`src/hdl/hermite_fractional_delay_line_core_assert.svh`:
```
// Assertion macros used by the Hermite delay line back part (hfd_back).
`ifndef HERMITE_FRACTIONAL_DELAY_LINE_CORE_ASSERT_SVH
`define HERMITE_FRACTIONAL_DELAY_LINE_CORE_ASSERT_SVH

// Same-cycle implication, checked at every rising edge outside reset.
`define HFD_ASSERT_NOW(label, clk, rst, ante, cons, msg) \
   label: assert property (@(posedge clk) disable iff (rst) (ante) |-> (cons)) \
      else $error(msg);

// Next-cycle implication, checked at every rising edge outside reset.
`define HFD_ASSERT_NEXT(label, clk, rst, ante, cons, msg) \
   label: assert property (@(posedge clk) disable iff (rst) (ante) |=> (cons)) \
      else $error(msg);

`endif

```
`src/hdl/hfd_pkg.sv`:
```
// Package with the shared types and constants of the Hermite delay line.
`timescale 1ns / 1ps
package hfd_pkg;

   // Field widths of the transactions.
   localparam int SAMPLE_W = 24;
   localparam int DELAY_W  = 33;
   localparam int MOD_W    = 16;
   localparam int FRAC_W   = 16;

   // Modulated delay: D + round(D*m / 3276800). Since 3276800 = 25 * 2^17 the
   // division is an arithmetic shift by 17 followed by a divide by 25, done as
   // a multiply by a reciprocal on a value offset to be non-negative.
   localparam int                 MOD_PROD_W      = 50;
   localparam logic signed [49:0] MOD_ROUND       = 50'sd1638400;
   localparam int                 DIV_IN_W        = 32;
   localparam logic signed [32:0] DIV_OFFSET      = 33'sd2147483650;
   localparam logic [30:0]        DIV_MAGIC       = 31'h51EB851F;
   localparam int                 DIV_PROD_W      = 63;
   localparam int                 DIV_MAGIC_SHIFT = 35;
   localparam int                 QUOT_W          = 28;
   localparam logic signed [28:0] DIV_OFFSET_QUOT = 29'sd85899346;
   localparam int                 DELAY_FULL_W    = 37;

   // Hermite datapath widths.
   localparam int C1_W = 26;
   localparam int C2_W = 28;
   localparam int C3_W = 28;
   localparam int A1_W = 45;
   localparam int A2_W = 62;
   localparam int A3_W = 46;
   localparam int A4_W = 64;
   localparam int RES_W = 31;
   localparam logic signed [63:0] RESULT_ROUND = 64'sd4294967296;

   localparam logic signed [23:0] SAMPLE_MAX = 24'sh7FFFFF;
   localparam logic signed [23:0] SAMPLE_MIN = 24'sh800000;

   // Four taps per item, read one per cycle.
   localparam int         TAP_W    = 2;
   localparam logic [1:0] TAP_Y0   = 2'd0;
   localparam logic [1:0] TAP_Y1   = 2'd1;
   localparam logic [1:0] TAP_Y2   = 2'd2;
   localparam logic [1:0] TAP_LAST = 2'd3;

   // Items between the start of their reads and the taken response.
   localparam int         INFLIGHT_W   = 3;
   localparam logic [2:0] MAX_INFLIGHT = 3'd4;

   // Queue between the front and back parts.
   localparam int QUEUE_DEPTH = 2;
   localparam int QUEUE_PTR_W = 1;
   localparam int QUEUE_CNT_W = 2;

   typedef enum logic [1:0] {
      FR_IDLE,
      FR_MUL,
      FR_DIV,
      FR_PUSH
   } hfd_front_state_type;

   typedef enum logic [1:0] {
      BK_CLEAR,
      BK_IDLE,
      BK_READ
   } hfd_back_state_type;

endpackage

```
`src/hdl/hfd_queue.sv`:
```
// Two-entry queue that decouples the front part from the back part.
`timescale 1ns / 1ps
module hfd_queue #(
   parameter int DATA_WIDTH = 74
) (
   input  logic                  clock,
   input  logic                  reset,
   input  logic                  in_valid,
   output logic                  in_ready,
   input  logic [DATA_WIDTH-1:0] in_data,
   output logic                  out_valid,
   input  logic                  out_ready,
   output logic [DATA_WIDTH-1:0] out_data
);
   import hfd_pkg::*;

   logic [DATA_WIDTH-1:0]  ent_ff [QUEUE_DEPTH];
   logic [QUEUE_PTR_W-1:0] wp_ff, wp_in;
   logic [QUEUE_PTR_W-1:0] rp_ff, rp_in;
   logic [QUEUE_CNT_W-1:0] cnt_ff, cnt_in;
   logic                   push, pop;

   assign in_ready  = (cnt_ff != QUEUE_CNT_W'(QUEUE_DEPTH));
   assign out_valid = (cnt_ff != '0);
   assign out_data  = ent_ff[rp_ff];
   assign push      = in_valid && in_ready;
   assign pop       = out_valid && out_ready;

   always_comb begin
      wp_in  = push ? wp_ff + QUEUE_PTR_W'(1) : wp_ff;
      rp_in  = pop ? rp_ff + QUEUE_PTR_W'(1) : rp_ff;
      cnt_in = cnt_ff;
      case ({push, pop})
         2'b10:   cnt_in = cnt_ff + QUEUE_CNT_W'(1);
         2'b01:   cnt_in = cnt_ff - QUEUE_CNT_W'(1);
         default: cnt_in = cnt_ff;
      endcase
   end

   always_ff @(posedge clock) begin
      if (reset) begin
         wp_ff  <= '0;
         rp_ff  <= '0;
         cnt_ff <= '0;
      end else begin
         wp_ff  <= wp_in;
         rp_ff  <= rp_in;
         cnt_ff <= cnt_in;
      end
   end

   always_ff @(posedge clock) begin
      if (push) begin
         ent_ff[wp_ff] <= in_data;
      end
   end

endmodule

```
`config.mk`:
```
export PLATFORM = sky130hd
export DESIGN_NAME = hfd_queue
export DESIGN_NICKNAME = d
export VERILOG_FILES = /design/src/hdl/hermite_fractional_delay_line_core_assert.svh /design/src/hdl/hfd_pkg.sv /design/src/hdl/hfd_queue.sv
export SDC_FILE = /design/constraint.sdc
export NUM_CORES = 1
export LEC_CHECK = 0
export BUFFER_PORTS_ARGS = -buffer_cell sky130_fd_sc_hd__clkbuf_2
export CAP_MARGIN = 5
export CORE_MARGIN = 4
export CORE_UTILIZATION = 45
export DETAILED_ROUTE_END_ITERATION = 8
export PLACE_DENSITY_LB_ADDON = 0.3
export SYNTH_ARGS = -nofsm -noshare
export SYNTH_HDL_FRONTEND = slang
export SYNTH_SLANG_ARGS = --single-unit
```
`constraint.sdc`:
```
create_clock -name clock -period 5.7 [get_ports clock]
set_input_delay 1.14 -clock clock [delete_from_list [all_inputs] [get_ports clock]]
set_output_delay 1.14 -clock clock [all_outputs]
set_load 0.02 [all_outputs]
```
==> impl_summary.txt <==
----------------------------------------------------
[Placement]
  HPWL reported at the end of detailed placement ... a little over 6000 µm
  PortBufs ... 153
  Routability congestion estimate ... 0.692

[Die]
  DIE AREA ... 0.0142 mm²
  Horizontal die dimension ... 119 µm
  Boundary Pins ... approximately 150
  Site row count ... 40
  Initial Utilization ... 0.461
  Core area ... 0.0121 mm²
  Die boundary height ... 119 µm

[Finish]
  Share of the core filled with cells in the final layout ... 0.583
  Commonest non-fill, non-tap cell in the layout ... clkbuf_2
  Area overhead of the layout relative to synthesis ... 26.6%
  Post-layout net count ... between 400 and 500
  Commonest cells after routing, fill and taps aside ... clkbuf_2, edfxtp_1, mux2_2
  Count of antenna diodes in the layout ... 0
  Fraction of layout instances using a drive strength above 1 ... 0.609

[STA]
  Slew at the pin closest to its max-slew limit ... approximately 1 ns
  RSZ-0062 raised after global routing ... false
  Setup_tns ... 0 ns
  Final slew viol count ... 0
  Minimum clock period ... approximately 3.2 ns
  Worst Clk Skew ... ~0.006 ns
  Headroom to the max-slew limit ... 0.313
  Period utilisation layout ... 0.558
  Max Clock Freq ... 314 MHz
  Hold Violations, Final ... 0
  Setup violations, final ... 0

[Synthesis]
  Cell variety after synth ... 20
  Area fraction of the dominant cell type after synthesis ... 0.800
  Synth Net Count ... 333
  Syn_area_per_cell ... approximately 22 µm²
  Register area share after synthesis ... 0.818
  Synth top area cells ... edfxtp_1, mux2_2, dfxtp_1, buf_4, xnor2_1
  Yosys synthesis warning count ... 0
  Flip-flop and latch count after synthesis ... 153
  Mapped Area ... 0.00556 mm²
  Cell accounting for the most synthesized area ... edfxtp_1
  Post-synthesis cell count ... 254

[Status]
  Status ... completed

[Power and ir drop]
  Power density cells ... about 480 mW/mm²
  Leakage Power ... ~2.6 nW
  Worst IR Drop VDD ... ~0.37 mV

[Clock network]
  Max clock buf depth ... 2
  Root buffer selected by CTS ... clkbuf_16
  Post-CTS setup-driven buffer insertion count ... 0
  H-tree level count ... 4
  Worst skew pair latency ... around 0.42 ns
  TritonCTS buffer count ... 17
  Post-cts repair resize count ... 0
  Number of buffers inserted by hold repair at cts ... 0
  Clock Pin Slew Worst Setup and Hold Paths ... approximately 0.050 ns
  TritonCTS clock tree ... yes
  Num Clock Sinks ... 153

[GRT]
  Combined global-route utilization of all metal layers ... 0.142
  Met2 track demand over resource ... 0.216
  Antenna violations before repair ... 0
  Leftover overflow at the end of global routing ... 0
  Global routing usage on met3 ... 0.0636
  GR met1 Demand/Resource ... 0.173
  Global-route wire length before repair ... about 15,000 µm
  Layer with the highest usage after global routing ... met2
  Pin count of the biggest net entering global routing ... 75
  Via count of the first global-routing pass ... 3,003

[Hold path]
  Class of the tightest hold or removal check ... reg -> reg
  Worst hold path cell count ... 2

[Worst setup path]
  Crit path capture type ... output port
  Reg2Reg Setup Slack ... 3.49 ns
  Startpoint types ... flip-flop
  Maximum fanout encountered on the critical timing path ... 74
  Worst R2R Path Depth ... 4
  WS Path Type ... reg -> out
  CP required ... 4.56 ns
  Worst Path Arrival ... ~2 ns

[Drt]
  Post-DR vias/cell ... 4.70
  Drt pass-1 iters ... 4
  Via count of the routed design ... 2,818
  Number of design rule violations left after detail routing ... 0
  Count of routing violations after the opening detailed-route iteration ... ~170
  Average routed wire per standard cell ... about 16 µm
  Overall routed net length ... slightly below 10,000 µm
  Number of nets with antenna violations after routing ... 0

[Flow run]
  Count of maximum capacitance violations ... 0

----------------------------------------------------
## cell families (layout without fill, tap and decap cells)
logic type	after synthesis	after routing	synth area share
buffers and inverters	9	187	0.0106
muxes	74	74	0.150
DFF	153	153	0.818
and+or+nand+nor	9	9	0.00856
adders and majority gates	1	1	0.00225
xor gates and xnor gates	3	3	0.00473
AOI/OAI and AO/OA	5	5	0.00586
## layer usage
layer  share of wire  up-vias
met4           0.026        0
li1                -     1343
met5               0        -
met2            0.47      106
met3           0.083       19
met1            0.42     1350
## report_power, final
group          internal (mW)  switching, mW
clock                  0.594          0.414
combinational          0.361          0.494
sequential              1.42          0.114
## critical path, stage by stage (launching register included)
cell      delay (ns)
dfxtp_4         1.00
mux2_2          0.44
clkbuf_2        0.16
## worst paths after layout
path / to / from
worst max-delay path: out_data[68] / flip-flop
worst min register to register: cnt_ff[1] / cnt_ff[1]
worst max register to register: ent_ff[0][13] / cnt_ff[0]
worst min-delay path: cnt_ff[1] / cnt_ff[1]
## cells in the mapped netlist, drive strengths merged
cell type	instances
ha	1
nand2b	1
xnor2	2
dfxtp	5
or2	1
edfxtp	148
a21oi	2
inv	1
o21ai	1
a21bo	1
nor2	3
mux2	74
or3	1
xor2	1
buf	8
and3	1
nand2	1
o21a	1
nand3b	1
## flip-flops by register name (all words and copies together) (netlist names), named ones only
register / cells
ent_ff: 148
cnt_ff: 2
rp_ff: 1
wp_ff: 1
## cell type report
cell class / count / area (µm²)
timing repair buffer: 154 / 773
inverter: 1 / 5.00
clock inverter: 13 / 106
sequential: 153 / 4550
fill: 903 / 5030
multi-input combinational: 92 / 957
tap: 168 / 210
clock buffer: 19 / 433
## stage by stage
step	area (µm²)	setup slack (ns)	std cells	hold slack, ns	total power, mW
after global placement	6490	2.87	568	0.492	2.42
after detailed placement	6490	2.81	568	0.507	2.43
after global routing	7030	2.38	600	0.585	3.56
after floorplan	5560	2.34	254	0.474	2.15
after CTS	7030	2.44	600	0.516	3.45
final	7030	2.52	600	0.517	3.40
No activity file was read; power rests on OpenSTA's default activity.
