**src/hdl/hermite_fractional_delay_line_core_assert.svh**
```systemverilog
// Assertion macros used by the Hermite delay line back part (hfd_back).
`ifndef HERMITE_FRACTIONAL_DELAY_LINE_CORE_ASSERT_SVH
`define HERMITE_FRACTIONAL_DELAY_LINE_CORE_ASSERT_SVH

// Same-cycle implication, checked at every rising edge outside reset.
`define HFD_ASSERT_NOW(label, clk, rst, ante, cons, msg) \
   label: assert property (@(posedge clk) disable iff (rst) (ante) |-> (cons)) \
      else $error(msg);

// Next-cycle implication, checked at every rising edge outside reset.
`define HFD_ASSERT_NEXT(label, clk, rst, ante, cons, msg) \
   label: assert property (@(posedge clk) disable iff (rst) (ante) |=> (cons)) \
      else $error(msg);

`endif

```
**src/hdl/hfd_pkg.sv**
```systemverilog
// Package with the shared types and constants of the Hermite delay line.
`timescale 1ns / 1ps
package hfd_pkg;

   // Field widths of the transactions.
   localparam int SAMPLE_W = 24;
   localparam int DELAY_W  = 33;
   localparam int MOD_W    = 16;
   localparam int FRAC_W   = 16;

   // Modulated delay: D + round(D*m / 3276800). Since 3276800 = 25 * 2^17 the
   // division is an arithmetic shift by 17 followed by a divide by 25, done as
   // a multiply by a reciprocal on a value offset to be non-negative.
   localparam int                 MOD_PROD_W      = 50;
   localparam logic signed [49:0] MOD_ROUND       = 50'sd1638400;
   localparam int                 DIV_IN_W        = 32;
   localparam logic signed [32:0] DIV_OFFSET      = 33'sd2147483650;
   localparam logic [30:0]        DIV_MAGIC       = 31'h51EB851F;
   localparam int                 DIV_PROD_W      = 63;
   localparam int                 DIV_MAGIC_SHIFT = 35;
   localparam int                 QUOT_W          = 28;
   localparam logic signed [28:0] DIV_OFFSET_QUOT = 29'sd85899346;
   localparam int                 DELAY_FULL_W    = 37;

   // Hermite datapath widths.
   localparam int C1_W = 26;
   localparam int C2_W = 28;
   localparam int C3_W = 28;
   localparam int A1_W = 45;
   localparam int A2_W = 62;
   localparam int A3_W = 46;
   localparam int A4_W = 64;
   localparam int RES_W = 31;
   localparam logic signed [63:0] RESULT_ROUND = 64'sd4294967296;

   localparam logic signed [23:0] SAMPLE_MAX = 24'sh7FFFFF;
   localparam logic signed [23:0] SAMPLE_MIN = 24'sh800000;

   // Four taps per item, read one per cycle.
   localparam int         TAP_W    = 2;
   localparam logic [1:0] TAP_Y0   = 2'd0;
   localparam logic [1:0] TAP_Y1   = 2'd1;
   localparam logic [1:0] TAP_Y2   = 2'd2;
   localparam logic [1:0] TAP_LAST = 2'd3;

   // Items between the start of their reads and the taken response.
   localparam int         INFLIGHT_W   = 3;
   localparam logic [2:0] MAX_INFLIGHT = 3'd4;

   // Queue between the front and back parts.
   localparam int QUEUE_DEPTH = 2;
   localparam int QUEUE_PTR_W = 1;
   localparam int QUEUE_CNT_W = 2;

   typedef enum logic [1:0] {
      FR_IDLE,
      FR_MUL,
      FR_DIV,
      FR_PUSH
   } hfd_front_state_type;

   typedef enum logic [1:0] {
      BK_CLEAR,
      BK_IDLE,
      BK_READ
   } hfd_back_state_type;

endpackage

```
**src/hdl/hfd_if.sv**
```systemverilog
// Valid/ready channel interfaces for the request and response transactions.
`timescale 1ns / 1ps
interface hfd_req_if;
   import hfd_pkg::*;

   logic                       valid;
   logic                       ready;
   logic signed [SAMPLE_W-1:0] write_sample;
   logic        [DELAY_W-1:0]  delay_time;
   logic signed [MOD_W-1:0]    mod_amount;

   modport source (output valid, output write_sample, output delay_time,
                   output mod_amount, input ready);
   modport sink   (input valid, input write_sample, input delay_time,
                   input mod_amount, output ready);
endinterface


```
**src/hdl/hfd_front.sv**
```systemverilog
// Front part: accepts a request, computes the modulated delay and read position.
`timescale 1ns / 1ps
module hfd_front #(
   parameter int STORE_DEPTH_LOG2 = 17
) (
   input  logic clock,
   input  logic reset,
   hfd_req_if.sink req_chan,
   input  logic clearing,
   output logic push_valid,
   input  logic push_ready,
   output logic [hfd_pkg::SAMPLE_W+2*STORE_DEPTH_LOG2+hfd_pkg::FRAC_W-1:0] push_data
);
   import hfd_pkg::*;

   localparam int POS_W = STORE_DEPTH_LOG2 + FRAC_W;
   localparam logic [POS_W-1:0] DELAY_LO = POS_W'(1) << FRAC_W;
   localparam logic [POS_W-1:0] DELAY_HI = {{STORE_DEPTH_LOG2{1'b1}}, {FRAC_W{1'b0}}};

   hfd_front_state_type state_ff, state_in;

   logic        [DELAY_W-1:0]          d_ff, d_in;
   logic signed [MOD_W-1:0]            m_ff, m_in;
   logic        [SAMPLE_W-1:0]         samp_ff, samp_in;
   logic signed [MOD_PROD_W-1:0]       prod_ff, prod_in;
   logic        [QUOT_W-1:0]           quot_ff, quot_in;
   logic        [STORE_DEPTH_LOG2-1:0] wi_ff, wi_in;

   logic signed [MOD_PROD_W-1:0]   mul_prod;
   logic signed [MOD_PROD_W-1:0]   rnd_sum;
   logic signed [DIV_IN_W-1:0]     shifted;
   logic signed [DIV_IN_W:0]       biased;
   logic        [DIV_PROD_W-1:0]   div_prod;
   logic signed [QUOT_W:0]         quot_s;
   logic signed [DELAY_FULL_W-1:0] delay_full;
   logic        [POS_W-1:0]        delay_c;
   logic        [POS_W-1:0]        pos;

   // D * m, signed.
   assign mul_prod = $signed({1'b0, d_ff}) * m_ff;

   // Round, divide by 2^17 (floor), then offset so the divide by 25 sees a
   // non-negative value below 2^32.
   assign rnd_sum  = prod_ff + MOD_ROUND;
   assign shifted  = $signed(rnd_sum[DIV_IN_W+16:17]);
   assign biased   = (DIV_IN_W+1)'(shifted) + DIV_OFFSET;
   assign div_prod = biased[DIV_IN_W-1:0] * DIV_MAGIC;

   assign quot_s     = $signed({1'b0, quot_ff}) - DIV_OFFSET_QUOT;
   assign delay_full = $signed({{(DELAY_FULL_W-DELAY_W){1'b0}}, d_ff})
                       + DELAY_FULL_W'(quot_s);

   always_comb begin
      if (delay_full < $signed(DELAY_FULL_W'(DELAY_LO))) begin
         delay_c = DELAY_LO;
      end else if (delay_full > $signed(DELAY_FULL_W'(DELAY_HI))) begin
         delay_c = DELAY_HI;
      end else begin
         delay_c = delay_full[POS_W-1:0];
      end
   end

   // The subtraction wraps modulo the ring size in fixed point.
   assign pos       = {wi_ff, {FRAC_W{1'b0}}} - delay_c;
   assign push_data = {samp_ff, wi_ff, pos};

   always_comb begin
      state_in       = state_ff;
      d_in           = d_ff;
      m_in           = m_ff;
      samp_in        = samp_ff;
      prod_in        = prod_ff;
      quot_in        = quot_ff;
      wi_in          = wi_ff;
      req_chan.ready = 1'b0;
      push_valid     = 1'b0;
      case (state_ff)
         FR_IDLE: begin
            req_chan.ready = !clearing;
            if (req_chan.valid && !clearing) begin
               d_in     = req_chan.delay_time;
               m_in     = req_chan.mod_amount;
               samp_in  = req_chan.write_sample;
               state_in = FR_MUL;
            end
         end
         FR_MUL: begin
            prod_in  = mul_prod;
            state_in = FR_DIV;
         end
         FR_DIV: begin
            quot_in  = div_prod[DIV_PROD_W-1:DIV_MAGIC_SHIFT];
            state_in = FR_PUSH;
         end
         FR_PUSH: begin
            push_valid = 1'b1;
            if (push_ready) begin
               wi_in    = wi_ff + STORE_DEPTH_LOG2'(1);
               state_in = FR_IDLE;
            end
         end
         default: begin
            state_in = FR_IDLE;
         end
      endcase
   end

   always_ff @(posedge clock) begin
      if (reset) begin
         state_ff <= FR_IDLE;
         wi_ff    <= '0;
      end else begin
         state_ff <= state_in;
         wi_ff    <= wi_in;
      end
   end

   always_ff @(posedge clock) begin
      d_ff    <= d_in;
      m_ff    <= m_in;
      samp_ff <= samp_in;
      prod_ff <= prod_in;
      quot_ff <= quot_in;
   end

endmodule

```
**src/flat_wrapper.sv**
```systemverilog
// flat-port wrapper written by rule: the top's interface ports become plain ports
module hfd_front_flat import hfd_pkg::*;
#(
   parameter int STORE_DEPTH_LOG2 = 17
)
  (clock, reset, clearing, push_valid, push_ready, push_data, req_chan_valid, req_chan_write_sample, req_chan_delay_time, req_chan_mod_amount, req_chan_ready);
  hfd_req_if req_chan_i ();
  input  logic clock;
  input  logic reset;
  input  logic clearing;
  output logic push_valid;
  input  logic push_ready;
  output logic [hfd_pkg::SAMPLE_W+2*STORE_DEPTH_LOG2+hfd_pkg::FRAC_W-1:0] push_data;
  input wire logic [$bits(req_chan_i.valid)-1:0] req_chan_valid;
  input wire logic [$bits(req_chan_i.write_sample)-1:0] req_chan_write_sample;
  input wire logic [$bits(req_chan_i.delay_time)-1:0] req_chan_delay_time;
  input wire logic [$bits(req_chan_i.mod_amount)-1:0] req_chan_mod_amount;
  output wire logic [$bits(req_chan_i.ready)-1:0] req_chan_ready;
  assign req_chan_i.valid = req_chan_valid;
  assign req_chan_i.write_sample = req_chan_write_sample;
  assign req_chan_i.delay_time = req_chan_delay_time;
  assign req_chan_i.mod_amount = req_chan_mod_amount;
  assign req_chan_ready = req_chan_i.ready;
  hfd_front #(.STORE_DEPTH_LOG2(STORE_DEPTH_LOG2)) u_core (.clock(clock), .reset(reset), .req_chan(req_chan_i), .clearing(clearing), .push_valid(push_valid), .push_ready(push_ready), .push_data(push_data));
endmodule
```
**config.mk**
```make
export PLATFORM = sky130hd
export DESIGN_NAME = hfd_front_flat
export DESIGN_NICKNAME = d
export VERILOG_FILES = /design/src/hdl/hermite_fractional_delay_line_core_assert.svh /design/src/hdl/hfd_pkg.sv /design/src/hdl/hfd_if.sv /design/src/hdl/hfd_front.sv /design/src/flat_wrapper.sv
export SDC_FILE = /design/constraint.sdc
export NUM_CORES = 2
export LEC_CHECK = 0
export ABC_AREA = 1
export CAP_MARGIN = 10
export CORE_MARGIN = 8
export CORE_UTILIZATION = 25
export DETAILED_ROUTE_END_ITERATION = 16
export DONT_BUFFER_PORTS = 1
export PLACE_DENSITY_LB_ADDON = 0.15
export SETUP_SLACK_MARGIN = 0.3
export SYNTH_ARGS = -nofsm -noshare
export SYNTH_HDL_FRONTEND = slang
export SYNTH_SLANG_ARGS = --single-unit
export TNS_END_PERCENT = 50
```
**constraint.sdc**
```tcl
create_clock -name clock -period 13.9 [get_ports clock]
set_clock_uncertainty 0.15 [all_clocks]
set_input_delay 3.475 -clock clock [delete_from_list [all_inputs] [get_ports clock]]
set_output_delay 3.475 -clock clock [all_outputs]
set_load 0.005 [all_outputs]
```
==> flow_summary.toml <==
[setup_path]
end_kind = "primary output"
reg2reg_slack_ns = 3.37
cpMostUsedCell = "nand2_1"
worstSetupStartpointType = "flip-flop"
arrival_ns = 8.05
cp_max_fo = 27
cp_slowest_cell = "a2111oi_0"
criticalPathCategory = "flip-flop to primary output"
crit_required_ns = 10.27
cpPeakStageDelay_ns = 0.49

[global_routing]
antenna_found_initial = 9
grt_pass1_vias = 39700
grt_util_all_layers_pct = 16.8
overflow = 0
grt_pass1_wl_um = 257000
grt_max_degree = 57

[clock_tree]
h-tree-depth = 4
cts_buffers = 17
cts_tree = "built"
clk_path_buf_depth = 2
cts.hold.buffers_added = 0
clk_latency_ns = 0.53
cts_setup_buffers = 0
cts-root-buf = "clkbuf_16"
numClockSinks = 153
cts.repair.resized = 0
cts.clk_slew.worst_paths_ns = 0.11

[cells_and_area]
layout-drive-gt1-share_pct = 3.25
fillerInstances = 20400
final_cell_mix = "1766 x inv_1, 1243 x nand2_1, 786 x fa_1, 573 x ha_1, 370 x nor2_1"
synthToLayoutAreaGrowth_pct = 8.14
multi_input_area_um2 = 35300
nNetsFinal = 7391
seqCellArea_um2 = 4400
layout.cells.most_common = "inv_1"

[place]
gp_congestion = 0.888
io_buffers = 0
dpl.hpwl_um = 142000

[yosys]
synth_ff_type = "edfxtp_1"
synth_fp_nets = 7415
syn_area_um2 = 46800
syn_avg_cell_area_um2 = 7.82
ys_ff_latch = 153
ys_top_cells_by_area = "fa_1 34%, ha_1 15%, inv_1 14%"
ys_seq_area_share_pct = 9.42
synthDistinctLibCells = 60
postSynthCellCount = 5978
async_flop_share_pct = 0
yosys_warnings = 0
synth_top_cell_by_area = "fa_1"
yosysTopAreaCellShare_pct = 33.6
synth-edff-count = 134

[detailed_routing]
wl_met2_um = 75300
top_layer = "met4"
firstDrtPassIters = 5
drt-vias-per-instance = 4.37
drt-initial-drc-count = 2202
drc = 0
postRouteAntennaNets = 0
via_count = 37000
wl_met3_um = 6790
met1_length_um = 85100
routedWlPerCell_um = 20.1
routed_wl_um = 170000

[timing]
post-route-period-util_pct = 84.0
setup_viol = 0
final.setup.tns_ns = 0
slew_headroom_pct = 22.9
rsz0062_at_grt = "false"
fmax_mhz = 85.6
tightest_slew_ns = 1.15
period_needed_ns = 11.68
slew_viol_final = 0
hold_viol_final = 0

[floorplan]
initial_core_util_pct = 25.2
coreArea_um2 = 186000
dieArea_um2 = 201000
die_w_um = 449
fp-row-count = 158
die_h_um = 449
io_pins = 154

[flow_run]
drv_cap = 0

[status]
outcome = "complete, no violations"

[hold_path]
worst_hold_path_type = "flip-flop to flip-flop"
## cells in the mapped netlist, drive strengths merged, types with 3 or more instances
library cell / count
o21a: 20
nor2: 378
nor4: 16
or2: 42
nand3b: 12
nor3: 52
o21bai: 7
o31ai: 5
nand3: 135
o221ai: 4
o21ai: 128
edfxtp: 134
ha: 573
dfxtp: 19
and2: 3
o311ai: 4
a31oi: 39
xor2: 153
inv: 1777
o211ai: 15
buf: 4
a21o: 14
clkbuf: 101
a21oi: 186
a211oi: 6
fa: 786
a31o: 3
xnor2: 51
clkinv: 6
nor3b: 3
nand2: 1252
nand4: 39
## worst max-delay path: cells and delay by family (launching register included)
family | cells | cell delay [ns]
flip-flops | 1 | 0.39
AO/OA/AOI/OAI | 10 | 2.68
XOR/XNOR | 1 | 0.41
adder cells (fa/ha/maj) | 3 | 0.79
buffers and inverters | 3 | 0.50
AND/OR/NAND/NOR | 23 | 2.74
## logic make-up (layout without fill, tap and decap cells)
family	count (synthesis)	in the layout	synth area share, %
flip-flops	153	153	9.42
other	0	3	0
AND/OR/NAND/NOR	1933	1933	17.1
XOR/XNOR	204	204	4.00
adder cells (fa/ha/maj)	1359	1359	49.0
AO/OA/AOI/OAI	441	441	5.39
buffers and inverters	1888	1877	15.2
## layout make-up
cell class / count / share of cell area, %
antenna: 3 / 0.0148
clock buffer: 17 / 0.841
clock inverter: 15 / 0.398
inverter: 1783 / 13.2
multi-input combinational: 3937 / 69.7
sequential: 153 / 8.71
tap: 2480 / 6.14
timing repair buffer: 62 / 0.920
## through the flow
| stage | setup slack [ns] | hold slack (ns) | instance area, µm² | std cells | util, % |
|---|---|---|---|---|---|
| finish | 2.22 | 0.394 | 50600 | 8450 | 27.2 |
| global route | 1.21 | 0.436 | 50600 | 8449 | 27.2 |
| CTS | 2.26 | 0.396 | 50600 | 8447 | 27.2 |
| detailed placement | 2.88 | 0.380 | 49900 | 8415 | 26.9 |
| global placement | 2.94 | 0.376 | 49900 | 8415 | 26.9 |
| floorplan | 4.21 | 0.329 | 46800 | 5978 | - |
## routing by layer
layer / vias to the layer above / global-route usage (%)
li1: 17700 / -
met4: 0 / 3.21
met3: 117 / 1.81
met2: 749 / 26.8
met5: - / 0
met1: 18400 / 24.7
## sequential cells by signal, summed over array words and instances (netlist names)
signal           count
u_core.m_ff         16
u_core.wi_ff        17
u_core.state_ff      2
u_core.d_ff         33
u_core.samp_ff      24
u_core.prod_ff      33
u_core.quot_ff      28
## final timing paths
path                         to  depth (start not counted)          startpoint
min          u_core.state_ff[1]                          2  u_core.state_ff[1]
min reg2reg  u_core.state_ff[1]                          2  u_core.state_ff[1]
max               push_data[32]                         40   u_core.quot_ff[1]
max reg2reg  u_core.quot_ff[22]                         38  u_core.prod_ff[16]
Power is left out: the tool's default activity adds up to more than one toggle a clock period on the data nets, which glitch-free logic cannot reach.
